===== config.mk =====
export PLATFORM = sky130hd
export DESIGN_NAME = tccw_ctrl
export DESIGN_NICKNAME = d
export VERILOG_FILES = /design/src/sv/text_console_char_writer_core_macros.svh /design/src/sv/tccw_pkg.sv /design/src/sv/tccw_ctrl.sv
export SDC_FILE = /design/constraint.sdc
export NUM_CORES = 1
export LEC_CHECK = 0
export BUFFER_PORTS_ARGS = -buffer_cell sky130_fd_sc_hd__buf_2
export CAP_MARGIN = 20
export CORE_AREA = 2 2 39 41
export DETAILED_ROUTE_END_ITERATION = 8
export DIE_AREA = 0 0 41 43
export GPL_TIMING_DRIVEN = 0
export MAX_ROUTING_LAYER = met4
export PLACE_DENSITY = 0.37
export REMOVE_ABC_BUFFERS = 1
export SLEW_MARGIN = 10
export SYNTH_ARGS = -nofsm -noshare
export SYNTH_HDL_FRONTEND = slang
export SYNTH_SLANG_ARGS = --single-unit

===== constraint.sdc =====
create_clock -name clk -period 1.8 [get_ports clk]
set_input_delay 0.18 -clock clk [delete_from_list [all_inputs] [get_ports clk]]
set_output_delay 0.18 -clock clk [all_outputs]
set_load 0.005 [all_outputs]

===== src/sv/text_console_char_writer_core_macros.svh =====
// Assertion macros shared by the text console writer RTL.
`ifndef TEXT_CONSOLE_CHAR_WRITER_CORE_MACROS_SVH
`define TEXT_CONSOLE_CHAR_WRITER_CORE_MACROS_SVH

// Same-cycle implication, sampled on clk, off while arst_n is low.
`define TCCW_ASSERT_IMP(label, ante, cons, msg) \
	label: assert property (@(posedge clk) disable iff (!arst_n) (ante) |-> (cons)) \
		else $error(msg);

// Next-cycle implication, sampled on clk, off while arst_n is low.
`define TCCW_ASSERT_NXT(label, ante, cons, msg) \
	label: assert property (@(posedge clk) disable iff (!arst_n) (ante) |=> (cons)) \
		else $error(msg);

`endif


===== src/sv/tccw_pkg.sv =====
// Types and constants shared by the text console writer modules.
package tccw_pkg;

	// Field widths of the transfer payloads
	localparam int OP_W     = 1;
	localparam int CHAR_W   = 8;
	localparam int RROW_W   = 5;
	localparam int RCOL_W   = 7;
	localparam int OFFSET_W = 11;
	localparam int ATTR_W   = 8;
	localparam int CELL_W   = CHAR_W + ATTR_W;

	// Operation codes
	localparam logic [OP_W-1:0] OP_PUT  = 1'b0;
	localparam logic [OP_W-1:0] OP_READ = 1'b1;

	// Character codes with special handling
	localparam logic [CHAR_W-1:0] CH_BS    = 8'h08;
	localparam logic [CHAR_W-1:0] CH_TAB   = 8'h09;
	localparam logic [CHAR_W-1:0] CH_LF    = 8'h0A;
	localparam logic [CHAR_W-1:0] CH_CR    = 8'h0D;
	localparam logic [CHAR_W-1:0] CH_SPACE = 8'h20;

	// Tab stops every eight columns
	localparam int TAB_STEP = 8;

	// Cell values: attribute in the high byte, character in the low byte
	localparam logic [ATTR_W-1:0] DEFAULT_ATTR = 8'h07;
	localparam logic [CELL_W-1:0] RESET_CELL   = 16'h0720;
	localparam logic [CELL_W-1:0] BLANK_CELL   = 16'h0700;

	typedef struct packed {
		logic [OP_W-1:0]   operation;
		logic [CHAR_W-1:0] char_code;
		logic [RROW_W-1:0] read_row;
		logic [RCOL_W-1:0] read_col;
	} in_item_t;

	typedef struct packed {
		logic [OFFSET_W-1:0] cursor_offset;
		logic [CHAR_W-1:0]   cell_char;
		logic [ATTR_W-1:0]   cell_attr;
	} out_item_t;

	typedef enum logic [1:0] {
		ST_CLEAR,
		ST_IDLE,
		ST_SCROLL,
		ST_RESP
	} state_t;

	// Controller to datapath
	typedef struct packed {
		logic accept;      // input transfer this cycle
		logic cnt_clear;   // restart the sweep counter
		logic clr_step;    // one cell of the reset clearing pass
		logic scroll_step; // one cell of the scroll sweep
		logic out_load;    // load the result register
	} ctrl_cmd_t;

	// Datapath to controller
	typedef struct packed {
		logic scroll_req;  // offered put item pushes the cursor past the last row
		logic clr_last;    // clearing pass at its last cell
		logic scr_last;    // scroll sweep at its last step
		logic out_free;    // result register can take a new result
	} dp_stat_t;

endpackage


===== src/sv/tccw_ctrl.sv =====
// Controller state machine of the text console writer.
module tccw_ctrl import tccw_pkg::*; (
	input  logic      clk,
	input  logic      arst_n,
	input  logic      in_valid,
	output logic      in_stall,
	input  dp_stat_t  stat,
	output ctrl_cmd_t cmd
);

	state_t state_q;
	state_t state_nxt;

	// State register; reset starts the clearing pass
	always_ff @(posedge clk or negedge arst_n) begin
		if (!arst_n) begin
			state_q <= ST_CLEAR;
		end else begin
			state_q <= state_nxt;
		end
	end

	// Next state
	always_comb begin
		state_nxt = state_q;
		unique case (state_q)
			ST_CLEAR: begin
				if (stat.clr_last) begin
					state_nxt = ST_IDLE;
				end
			end
			ST_IDLE: begin
				if (in_valid) begin
					state_nxt = stat.scroll_req ? ST_SCROLL : ST_RESP;
				end
			end
			ST_SCROLL: begin
				if (stat.scr_last) begin
					state_nxt = ST_RESP;
				end
			end
			ST_RESP: begin
				if (stat.out_free) begin
					state_nxt = ST_IDLE;
				end
			end
			default: state_nxt = ST_CLEAR;
		endcase
	end

	// Outputs
	always_comb begin
		cmd      = '0;
		in_stall = 1'b1;
		unique case (state_q)
			ST_CLEAR: begin
				cmd.clr_step = 1'b1;
			end
			ST_IDLE: begin
				in_stall      = 1'b0;
				cmd.accept    = in_valid;
				cmd.cnt_clear = in_valid;
			end
			ST_SCROLL: begin
				cmd.scroll_step = 1'b1;
			end
			ST_RESP: begin
				cmd.out_load = stat.out_free;
			end
			default: begin
				cmd = '0;
			end
		endcase
	end

endmodule


; ---- After elaboration in Yosys (flattened, before gate mapping)
; Cells that the tools add are included.
; W data, S select, Z words.
[classes]
n_eq_ne = 7
mux = 11
n_reduce_logical = 2
[ops]
columns = operator, count
row1 = $mux W2, 5
row2 = $ne A2 B2 Y1 const B, 4
row3 = $pmux W2 S4, 1
row4 = $mux W1, 5
row5 = $eq A2 B2 Y1 const B, 2
row6 = $reduce_and A4 Y1, 1
row7 = $eq A2 B1 Y1 const B, 1
row8 = $logic_not A2 Y1, 1
[word_totals]
reg_bits = 2
inputBits = 7
out_inout_bits = 6

; ---- Longest topological paths before layout
; Gate-level depths: netlist (run 1).
[logic_depth]
word_depth = 3
ltp_mapped = 5
mapped_depth_nobuf = 5

; ---- Least setup slack after synthesis (run 1)
; Ideal clock, no wire load.
[synth_path]
path_type = reg-to-reg
start = register state_q[1]
end = register state_q[0]
arrival_time_ns = 1.218
path_slack_ns = 0.457
path_stages_with_launch = 6
n_path_buf = 0
synth_period_minus_slack_ns = 1.343
cell_sequence = dfrtp_1 inv_1 ha_1 inv_2 o2111ai_4 mux2_4
[synth_via]
elab_chain_cells = 3
word_cells_on_any_way = 10
classes_between = eq/ne: 7 / mux: 1 / reduce/logical: 2
[synth_rtl]
columns = item, line
row1 = from (decl), tccw_ctrl.sv:11  ; state_t state_q;
row2 = from (signal assigned), tccw_ctrl.sv:19  ; state_q <= state_nxt;
row3 = "$eq A2 B2 Y1, or another cell as far along", tccw_ctrl.sv:26  ; unique case (state_q)
row4 = $ne A2 B2 Y1 (no line), n/a
row5 = $reduce_and A4 Y1 (no line), n/a
; Several ways; a longest one is shown, not always the timed one.
; A chain may end at the register's enable or synchronous reset.

; ---- Worst setup path after layout (run 1)
; Same ends and word-level chain as after synthesis.

==> impl_metrics.csv, run 1 <==
group,metric,value,unit
run_status,status,"finished clean",
final_layout,layout-drive-gt1-share,63.89,%
worst_setup_path,arrival,1.52,ns
clocking,cts_tree,"yes",
timing,layout_setup_ws,0.3822,ns
clocking,cts_setup_buffers,0,
worst_setup_path,endpoint_kind,"flip-flop",
logic_synthesis,ys_top_cells_by_area,"ha_1, dfrtp_1, mux2_4",
worst_setup_path,critPathBufInv,2,
global_routing,track_usage,6.879,%
clocking,cts.sinks,2,
route,drc,0,
global_routing,grt_pass1_wl,786,um
timing,min_period_over_period,78.77,%
worst_setup_path,cpPeakStageDelay,0.42,ns
logic_synthesis,yosys_warnings,0,
floorplan,ios,13,
clocking,clockRootBuffer,"clkbuf_4",
route,dr.first_iter.drc_count,0,
final_layout,fillers,158,
final_layout,reg.largest.list,"state_q (2)",
timing,finalMaxSlewViolations,0,
route,routedWlPerCell,8.346,um
final_layout,fin_nets,50,
worst_setup_path,crit_chain,"inv_1, ha_1, inv_2, o2111ai_4, mux2_4",
clocking,cts_max_level,1,
power,powerDensity,1612,nW/um2
clocking,clk_pin_slew,0.03,ns
place,place_ws,0.3646,ns
logic_synthesis,synth_top_area_share,26.18,%
logic_synthesis,ys_seq_elements,2,
route,drt-pass1-iter-count,1,
worst_setup_path,path_delay_family,"flip-flops",
final_layout,top_register,"state_q",
power,leakage,0.0001848,uW
route,antenna_left,0,
floorplan,coreArea,1384,um2
worst_hold_path,hold_class,"in2async",
global_routing,antenna_found_initial,0,
timing,setup_tns,0,ns
timing,setup_violations,0,
place,gp_congestion,0.6299,
place,dp_hpwl,371.3,um
final_layout,syn2layout_area_growth,43.98,%
global_routing,grt_pass1_vias,202,
route,vias,187,
power,power.share.combinational,64.4,%
timing,hold_violations,0,
global_routing,overflow,0,
power,pwr-share-clk,17.2,%
worst_setup_path,cp.required,1.90,ns
timing,worstMarginPinSlew,0.2168,ns
global_routing,grt_max_degree,6,
logic_synthesis,synthCells,21,
route,avgViaCountPerCell,3.596,
final_layout,final_common_cell,"buf_2",
timing,grt_setup_unrepaired,"false",
floorplan,fp-row-count,14,
final_layout,final_cell_mix,"buf_2, ha_1, inv_1, nand2b_2, clkbuf_4",
worst_setup_path,startpoint_type,"flip-flop",
power,seq_power_share,18.4,%
logic_synthesis,syn_area,239.0,um2
place,io_buffers,12,
timing,fmax,705.3,MHz
power,internal_power,349.0,uW
floorplan,die_h,43,um
worst_setup_path,crit_path_max_fanout,5,
clocking,clkLatencyLatePin,0.22,ns
worst_setup_path,critPathKind,"reg2reg",
floorplan,die_x,41,um
timing,fin_crit,1.418,ns
timing,slew_headroom,85.54,%
run,max-cap-violations,0,
floorplan,die_area,1763,um2
worst_setup_path,critical_path.slowest_cell,"dfrtp_1",
final_layout,largest_reg_flops,2,
power,swShare,37.07,%
power,ir_drop,0.0003468,V
power,switchingPower,205.6,uW
timing,fin_skew,0.001922,ns
clocking,hold_buffers,1,
final_layout,diodes,0,
logic_synthesis,synth_top_cell_by_area,"ha_1",
floorplan,start_util,17.27,%
logic_synthesis,yosysUniqueCellTypes,11,
clocking,cts_buffer_depth,2,
clocking,cts_resized,0,
logic_synthesis,ys_seq_area_share,20.94,%
clocking,numCtsBuffers,3,
logic_synthesis,avgSynthCellArea,11.38,um2
route,wl,434,um
-- worst paths after layout --
path	startpoint	cells past startpoint	slack, ns	end
hold reg to reg	state_q[0]	1	0.60	state_q[0]
min in group clk	stat[3]	3	0.38	state_q[0]
setup / recovery	state_q[1]	5	0.38	state_q[0]
hold / removal	arst_n	2	0.28	state_q[1]
setup reg to reg	state_q[1]	5	0.38	state_q[0]
max in group asynchronous	arst_n	2	1.43	state_q[0]
-- kinds of logic after synthesis --
logic type / synth area share (%)
buf+inv: 9.423
fa+ha+maj: 26.18
simple gates: 16.76
compound gates: 14.14
mux: 12.57
flops: 20.94
-- final cells by class --
type / count / area [um2] / area share (%)
Clock buffer: 3 / 22.52 / 6.545
Inverter: 4 / 15.01 / 4.364
Multi-Input combinational cell: 14 / 166.4 / 48.36
Sequential cell: 2 / 50.05 / 14.55
Tap cell: 16 / 20.02 / 5.818
Timing Repair Buffer: 13 / 70.07 / 20.36
-- per-layer routing --
metal	GRT usage (%)	part of all wire, %
met1	7.348	36
met5	-	0
met4	6.000	0
met2	10.94	58
met3	0	5.3
-- through the flow --
step | hold slack, ns | power, uW | utilization (%) | cells | instance area, um2
after floorplan | -0.1156 | 368.2 | - | 20 | 231.5
after global placement | -0.03577 | 459.9 | 22.51 | 48 | 311.5
after detailed placement | -0.03486 | 465.3 | 22.51 | 48 | 311.5
after CTS | 0.2777 | 569.2 | 24.86 | 52 | 344.1
after global routing | 0.2983 | 618.1 | 24.86 | 52 | 344.1
final | 0.2764 | 554.7 | 24.86 | 52 | 344.1
-- power groups by stage --
stage | Clock [uW] | Combinational (uW) | Sequential, uW
2_1_floorplan | 0 | 276 | 92.5
3_3_place_gp | 0 | 356 | 104
3_5_place_dp | 0 | 361 | 104
4_1_cts | 100 | 366 | 104
5_1_grt | 100 | 410 | 108
6_report | 95.6 | 357 | 102
-- synth_stat cells, drive strengths merged --
cell type and number:
ha 5, inv 4, nand2b 3, and2 2
dfrtp 2, mux2 2, buf 1, o2111ai 1
o211ai 1
-- worst reg2reg max path: cells and delay by family (launching register included) --
family / cells / cell delay (ns)
compound gates: 1 / 0.23
mux: 1 / 0.32
flops: 1 / 0.42
buf+inv: 2 / 0.16
fa+ha+maj: 1 / 0.17
No activity file was read; power rests on OpenSTA's default activity.
==> run 2: changes to the inputs <==
Settings changed: ABC_AREA set to 1, PLACE_DENSITY 0.37 to 0.38.
Clock period 1.8 ns to 1.3 ns, I/O delays scaled along.
==> run 2 against run 1 <==
Via count increased by 28%. Routed wire length increased by 11%. Power increased by 42%. Cell count increased by 29%. Fmax increased by 16%. Sequential power increased by 43%. Hold slack got worse by 0.047 ns. Non-clock buffer count increased by 1. Combinational power increased by 42%. Synthesized cell count increased by 67%. Clock-buffer cell count unchanged. Critical endpoint unchanged. Largest power group unchanged. Highest routed layer unchanged.
==> impl_metrics.csv, run 2 <==
group,metric,value,unit
run_status,status,"finished clean",
logic_synthesis,synth_top_cell_by_area,"ha_1",
place,gp_congestion,0.6558,
logic_synthesis,synth-edff-count,0,
timing,grt_setup_unrepaired,"false",
power,leakage,0.0002322,uW
clocking,cts_tree,"yes",
logic_synthesis,avgSynthCellArea,6.756,um2
final_layout,final_cell_mix,"buf_2, nand2_1, inv_1",
clocking,cts_max_level,1,
timing,finalMaxSlewViolations,0,
global_routing,grt_max_degree,5,
route,routedWlPerCell,7.194,um
clocking,clk_pin_slew,0.03,ns
route,drt-pass1-iter-count,2,
route,dr.first_iter.drc_count,4,
timing,fin_crit,1.219,ns
final_layout,fin_nets,65,
logic_synthesis,ys_top_cells_by_area,"ha_1, dfrtp_1, nand2_1",
final_layout,diodes,0,
worst_setup_path,reg2reg_slack,0.08,ns
worst_setup_path,crit_start,"state_q[1]",
route,antenna_left,0,
global_routing,grt_pass1_vias,213,
clocking,cts_buffer_depth,2,
logic_synthesis,ys_seq_elements,2,
final_layout,final_common_cell,"buf_2",
timing,holdWs,0.2291,ns
timing,slew_headroom,91.52,%
global_routing,overflow,0,
logic_synthesis,syn_area,236.5,um2
logic_synthesis,ys_top_cells_by_count,"nand2_1, inv_1, ha_1, nand2_2",
floorplan,ios,13,
timing,setup_tns,0,ns
worst_setup_path,arrival,1.32,ns
global_routing,grt_pass1_wl,745,um
logic_synthesis,synth_top_area_share,26.46,%
floorplan,die_area,1763,um2
logic_synthesis,ys_seq_area_share,21.16,%
floorplan,die_x,41,um
timing,setup_violations,0,
place,dp_hpwl,364.6,um
worst_setup_path,critPathKind,"reg2reg",
worst_setup_path,reg2reg_depth,6,
logic_synthesis,yosysMostFrequentCell,"nand2_1",
floorplan,fp-row-count,14,
power,powerDensity,2154,nW/um2
run,max-cap-violations,0,
final_layout,syn2layout_area_growth,55.03,%
logic_synthesis,synthFlopType,"dfrtp_1",
final_layout,largest_reg_flops,2,
clocking,clkLatencyLatePin,0.22,ns
global_routing,antenna_found_initial,0,
final_layout,layout-drive-gt1-share,50.98,%
route,wl,482,um
worst_setup_path,rr_startpoint,"state_q[1]",
final_layout,reg.largest.list,"state_q (2)",
route,vias,239,
final_layout,top_register,"state_q",
logic_synthesis,synthCells,35,
timing,fin_skew,0.003033,ns
route,avgViaCountPerCell,3.567,
clocking,clockRootBuffer,"clkbuf_4",
floorplan,start_util,17.09,%
global_routing,track_usage,6.893,%
worst_setup_path,rr_endpoint,"state_q[0]",
logic_synthesis,yosysUniqueCellTypes,10,
worst_setup_path,crit_path_max_fanout,3,
worst_setup_path,cp.required,1.40,ns
timing,worstMarginPinSlew,0.1273,ns
worst_setup_path,startpoint_type,"flip-flop",
clocking,cts.sinks,2,
worst_setup_path,endpoint_kind,"flip-flop",
place,io_buffers,12,
worst_setup_path,cp-endpoint,"state_q[0]",
floorplan,die_h,43,um
power,ir_drop,0.0005353,V
logic_synthesis,synthArstFlopShare,100.0,%
route,drc,0,
timing,fmax,820.1,MHz
logic_synthesis,yosys_warnings,0,
floorplan,coreArea,1384,um2
worst_hold_path,hold_class,"in2async",
clocking,numCtsBuffers,3,
timing,min_period_over_period,93.79,%
timing,hold_violations,0,
==> run 2: what timing repair did <==
item                                    in CTS  in global routing
resized for setup                            1                  4
endpoints found under the setup margin       2                  2
endpoints found under the hold margin        2                  0
hold buffers                                 1                  0
buffers inserted                             1                  0
==> run 2: area by class of cell <==
class | instances | area [um2]
timing repair buffer | 14 | 77.57
inverter | 9 | 33.78
sequential | 2 | 51.30
multi-input combinational | 23 | 161.4
fill | 168 | 1017
clock buffer | 3 | 22.52
tap | 16 | 20.02
==> run 2: cell families after synthesis <==
logic type	synth area share, %
DFF	21.16
buffers and inverters	17.46
adders and majority gates	26.46
and+or+nand+nor	30.69
AOI/OAI and AO/OA	4.233
==> run 2: how the worst min path moves through the flow <==
stage | cells past startpoint | endpoint | startpoint | slack [ns]
global placement | 1 | state_q[0] | arst_n | -0.08
global route | 2 | state_q[1] | arst_n | 0.24
CTS | 2 | state_q[1] | arst_n | 0.22
finish | 2 | state_q[1] | arst_n | 0.23
floorplan | 0 | state_q[0] | arst_n | -0.17
detailed placement | 1 | state_q[0] | arst_n | -0.08
==> run 2: stage by stage <==
| stage | std cells | total power, uW | util [%] | setup slack (ns) | instance area (um2) |
|---|---|---|---|---|---|
| after floorplan | 34 | 448.3 | - | 0.2168 | 229.0 |
| after global placement | 62 | 588.8 | 22.33 | 0.07994 | 309.0 |
| after detailed placement | 62 | 591.5 | 22.33 | 0.07520 | 309.0 |
| after CTS | 67 | 769.8 | 25.41 | 0.03780 | 351.6 |
| after global routing | 67 | 902.2 | 26.49 | 0.001151 | 366.6 |
| final | 67 | 789.5 | 26.49 | 0.08068 | 366.6 |
==> run 2: power breakdown <==
part	switching, uW	total, uW	internal (uW)
Clock	34.4	136	102
Sequential	43.1	146	102
Combinational	277	508	230
Total	355	790	435
==> run 2: critical path, stage by stage, from the launching register on <==
cell and delay, ns:
dfrtp_1 0.40, buf_4 0.16, ha_1 0.18, nand2_1 0.08, nand2_2 0.08, o21ai_1 0.14, nand2_1 0.07
==> run 2: metal layers <==
metal	vias up	global-route usage (%)	part of all wire, %
met1	101	6.431	43
met2	8	10.00	50
met4	0	6.000	0
met3	0	3.141	7.3
met5	-	-	0
li1	130	-	-
==> run 3: changes to the inputs <==
Settings changed: PLACE_DENSITY 0.38 to 0.37, SLEW_MARGIN 10 to 40.
Clock period 1.3 ns to 1.4 ns, I/O delays scaled along.
==> run 3 against run 2 <==
Cell count fell by 1.5%. Hold slack improved by 0.0036 ns. Register-to-register slack improved by 0.099 ns. Critical path type is now reg2out. Critical endpoint is now cmd[4]. Largest cell class unchanged. Highest routed layer unchanged.
==> impl_metrics.csv, run 3 (same netlist as run 2, synthesis figures left out) <==
group,metric,value,unit
run_status,status,"finished clean",
timing,setup_violations,0,
final_layout,fin_nets,64,
global_routing,grt_max_degree,6,
route,drc,0,
place,gp_congestion,0.6755,
floorplan,die_h,43,um
timing,fin_crit,1.257,ns
worst_setup_path,arrival,1.12,ns
route,avgViaCountPerCell,3.515,
worst_setup_path,cpPeakStageDelay,0.43,ns
worst_setup_path,cp.required,1.26,ns
final_layout,final_cell_mix,"buf_2, nand2_1, inv_1",
timing,setup_tns,0,ns
final_layout,fillers,164,
final_layout,reg.largest.list,"state_q (2)",
worst_setup_path,endpoint_kind,"output port",
final_layout,layout-drive-gt1-share,46.00,%
timing,hold_violations,0,
clocking,cts_max_level,1,
final_layout,largest_reg_flops,2,
floorplan,die_x,41,um
timing,finalMaxSlewViolations,0,
clocking,numCtsBuffers,3,
place,dp_hpwl,358.7,um
worst_setup_path,reg2reg_depth,6,
route,vias,232,
place,io_buffers,12,
global_routing,track_usage,7.407,%
power,leakage,0.0002273,uW
final_layout,final_common_cell,"buf_2",
worst_setup_path,reg2reg_slack,0.18,ns
floorplan,die_area,1763,um2
timing,fmax,795.3,MHz
worst_setup_path,crit_path_max_fanout,5,
power,powerDensity,1941,nW/um2
worst_setup_path,crit_chain,"inv_1, ha_4, nand2_1, inv_1, buf_2",
final_layout,seq_area,51.30,um2
route,dr.first_iter.drc_count,1,
worst_setup_path,rr_startpoint,"state_q[0]",
floorplan,start_util,17.09,%
clocking,clk_pin_slew,0.03,ns
place,place_ws,0.1918,ns
clocking,cts_tree,"yes",
final_layout,top_register,"state_q",
clocking,cts_buffer_depth,2,
power,ir_drop,0.0004542,V
floorplan,ios,13,
global_routing,grt_pass1_vias,210,
worst_setup_path,critical_path.slowest_cell,"dfrtp_2",
route,routedWlPerCell,6.909,um
final_layout,diodes,0,
worst_setup_path,rr_endpoint,"state_q[0]",
timing,layout_setup_ws,0.1426,ns
timing,grt_setup_unrepaired,"false",
worst_setup_path,critPathKind,"reg2out",
worst_hold_path,hold_class,"in2async",
final_layout,multi_input_area,157.7,um2
global_routing,antenna_found_initial,0,
route,wl,456,um
global_routing,grt_pass1_wl,793,um
worst_setup_path,startpoint_type,"flip-flop",
timing,slew_headroom,87.04,%
worst_setup_path,crit_top_cell,"inv_1",
clocking,clockRootBuffer,"clkbuf_4",
timing,worstMarginPinSlew,0.1944,ns
timing,fin_skew,0.002857,ns
route,antenna_left,0,
global_routing,overflow,0,
floorplan,coreArea,1384,um2
final_layout,syn2layout_area_growth,50.26,%
run,max-cap-violations,0,
timing,min_period_over_period,89.82,%
clocking,clkLatencyLatePin,0.22,ns
floorplan,fp-row-count,14,
route,drt-pass1-iter-count,2,
clocking,cts.sinks,2,
[run 3: cell types whose count changed in the layout (fill, tap and decap cells not counted)]
cell | previous run | this run
buf_4 | 1 | 0
inv_1 | 7 | 8
inv_2 | 2 | 1
o21ai_2 | 1 | 0
o21ai_1 | 1 | 2
[run 3: per-layer routing]
layer  global-route usage [%]  part of all wire [%]  vias to the layer above
met4                    6.000                     0                        0
met1                    7.395                    44                       96
met3                    4.712                   8.3                        0
li1                         -                     -                      128
met5                        -                     0                        -
met2                    9.688                    47                        8
[run 3: per-stage QoR]
step / cells / cell area, um2 / hold WS (ns) / utilization [%] / total power [uW]
after floorplan: 34 / 229.0 / -0.1556 / - / 416.3
after global placement: 62 / 309.0 / -0.07165 / 22.33 / 546.8
after detailed placement: 62 / 309.0 / -0.07058 / 22.33 / 545.5
after CTS: 66 / 341.6 / 0.2243 / 24.68 / 685.9
after global routing: 66 / 355.3 / 0.2372 / 25.68 / 804.2
final: 66 / 355.3 / 0.2327 / 25.68 / 689.5
[run 3: worst max-delay path, delay by kind of cell (launching register included)]
kind,cells,cell delay [ns]
buffers and inverters,3,0.27
adders and majority gates,1,0.15
DFF,1,0.43
and+or+nand+nor,1,0.04
[run 3: repair_timing]
item | 4_1_cts | 5_1_grt
resized for setup | 0 | 3
hold endpoints to repair | 2 | 0
hold buffers | 1 | 0
setup endpoints to repair | 0 | 2
setup buffers | 0 | 0
[run 3: report_power, final]
part           internal [uW]  switching [uW]
combinational            191             230
clock                   94.6            32.7
sequential              95.0            46.0
total                    381             309
[run 3: worst max-delay path by stage]
stage / from / end / slack, ns / depth (start not counted)
3_3_place_gp: state_q[1] / state_q[0] / 0.18 / 8
6_report: state_q[1] / cmd[4] / 0.14 / 5
4_1_cts: state_q[1] / cmd[3] / 0.08 / 5
5_1_grt: state_q[1] / cmd[4] / 0.02 / 5
2_1_floorplan: state_q[0] / state_q[0] / 0.32 / 6
3_5_place_dp: state_q[1] / state_q[0] / 0.19 / 8
[run 3: layout make-up]
| class | instances | area share [%] |
|---|---|---|
| Sequential cell | 2 | 14.44 |
| Inverter | 9 | 9.507 |
| Clock buffer | 3 | 6.338 |
| Tap cell | 16 | 5.634 |
| Timing Repair Buffer | 13 | 19.72 |
| Multi-Input combinational cell | 23 | 44.37 |
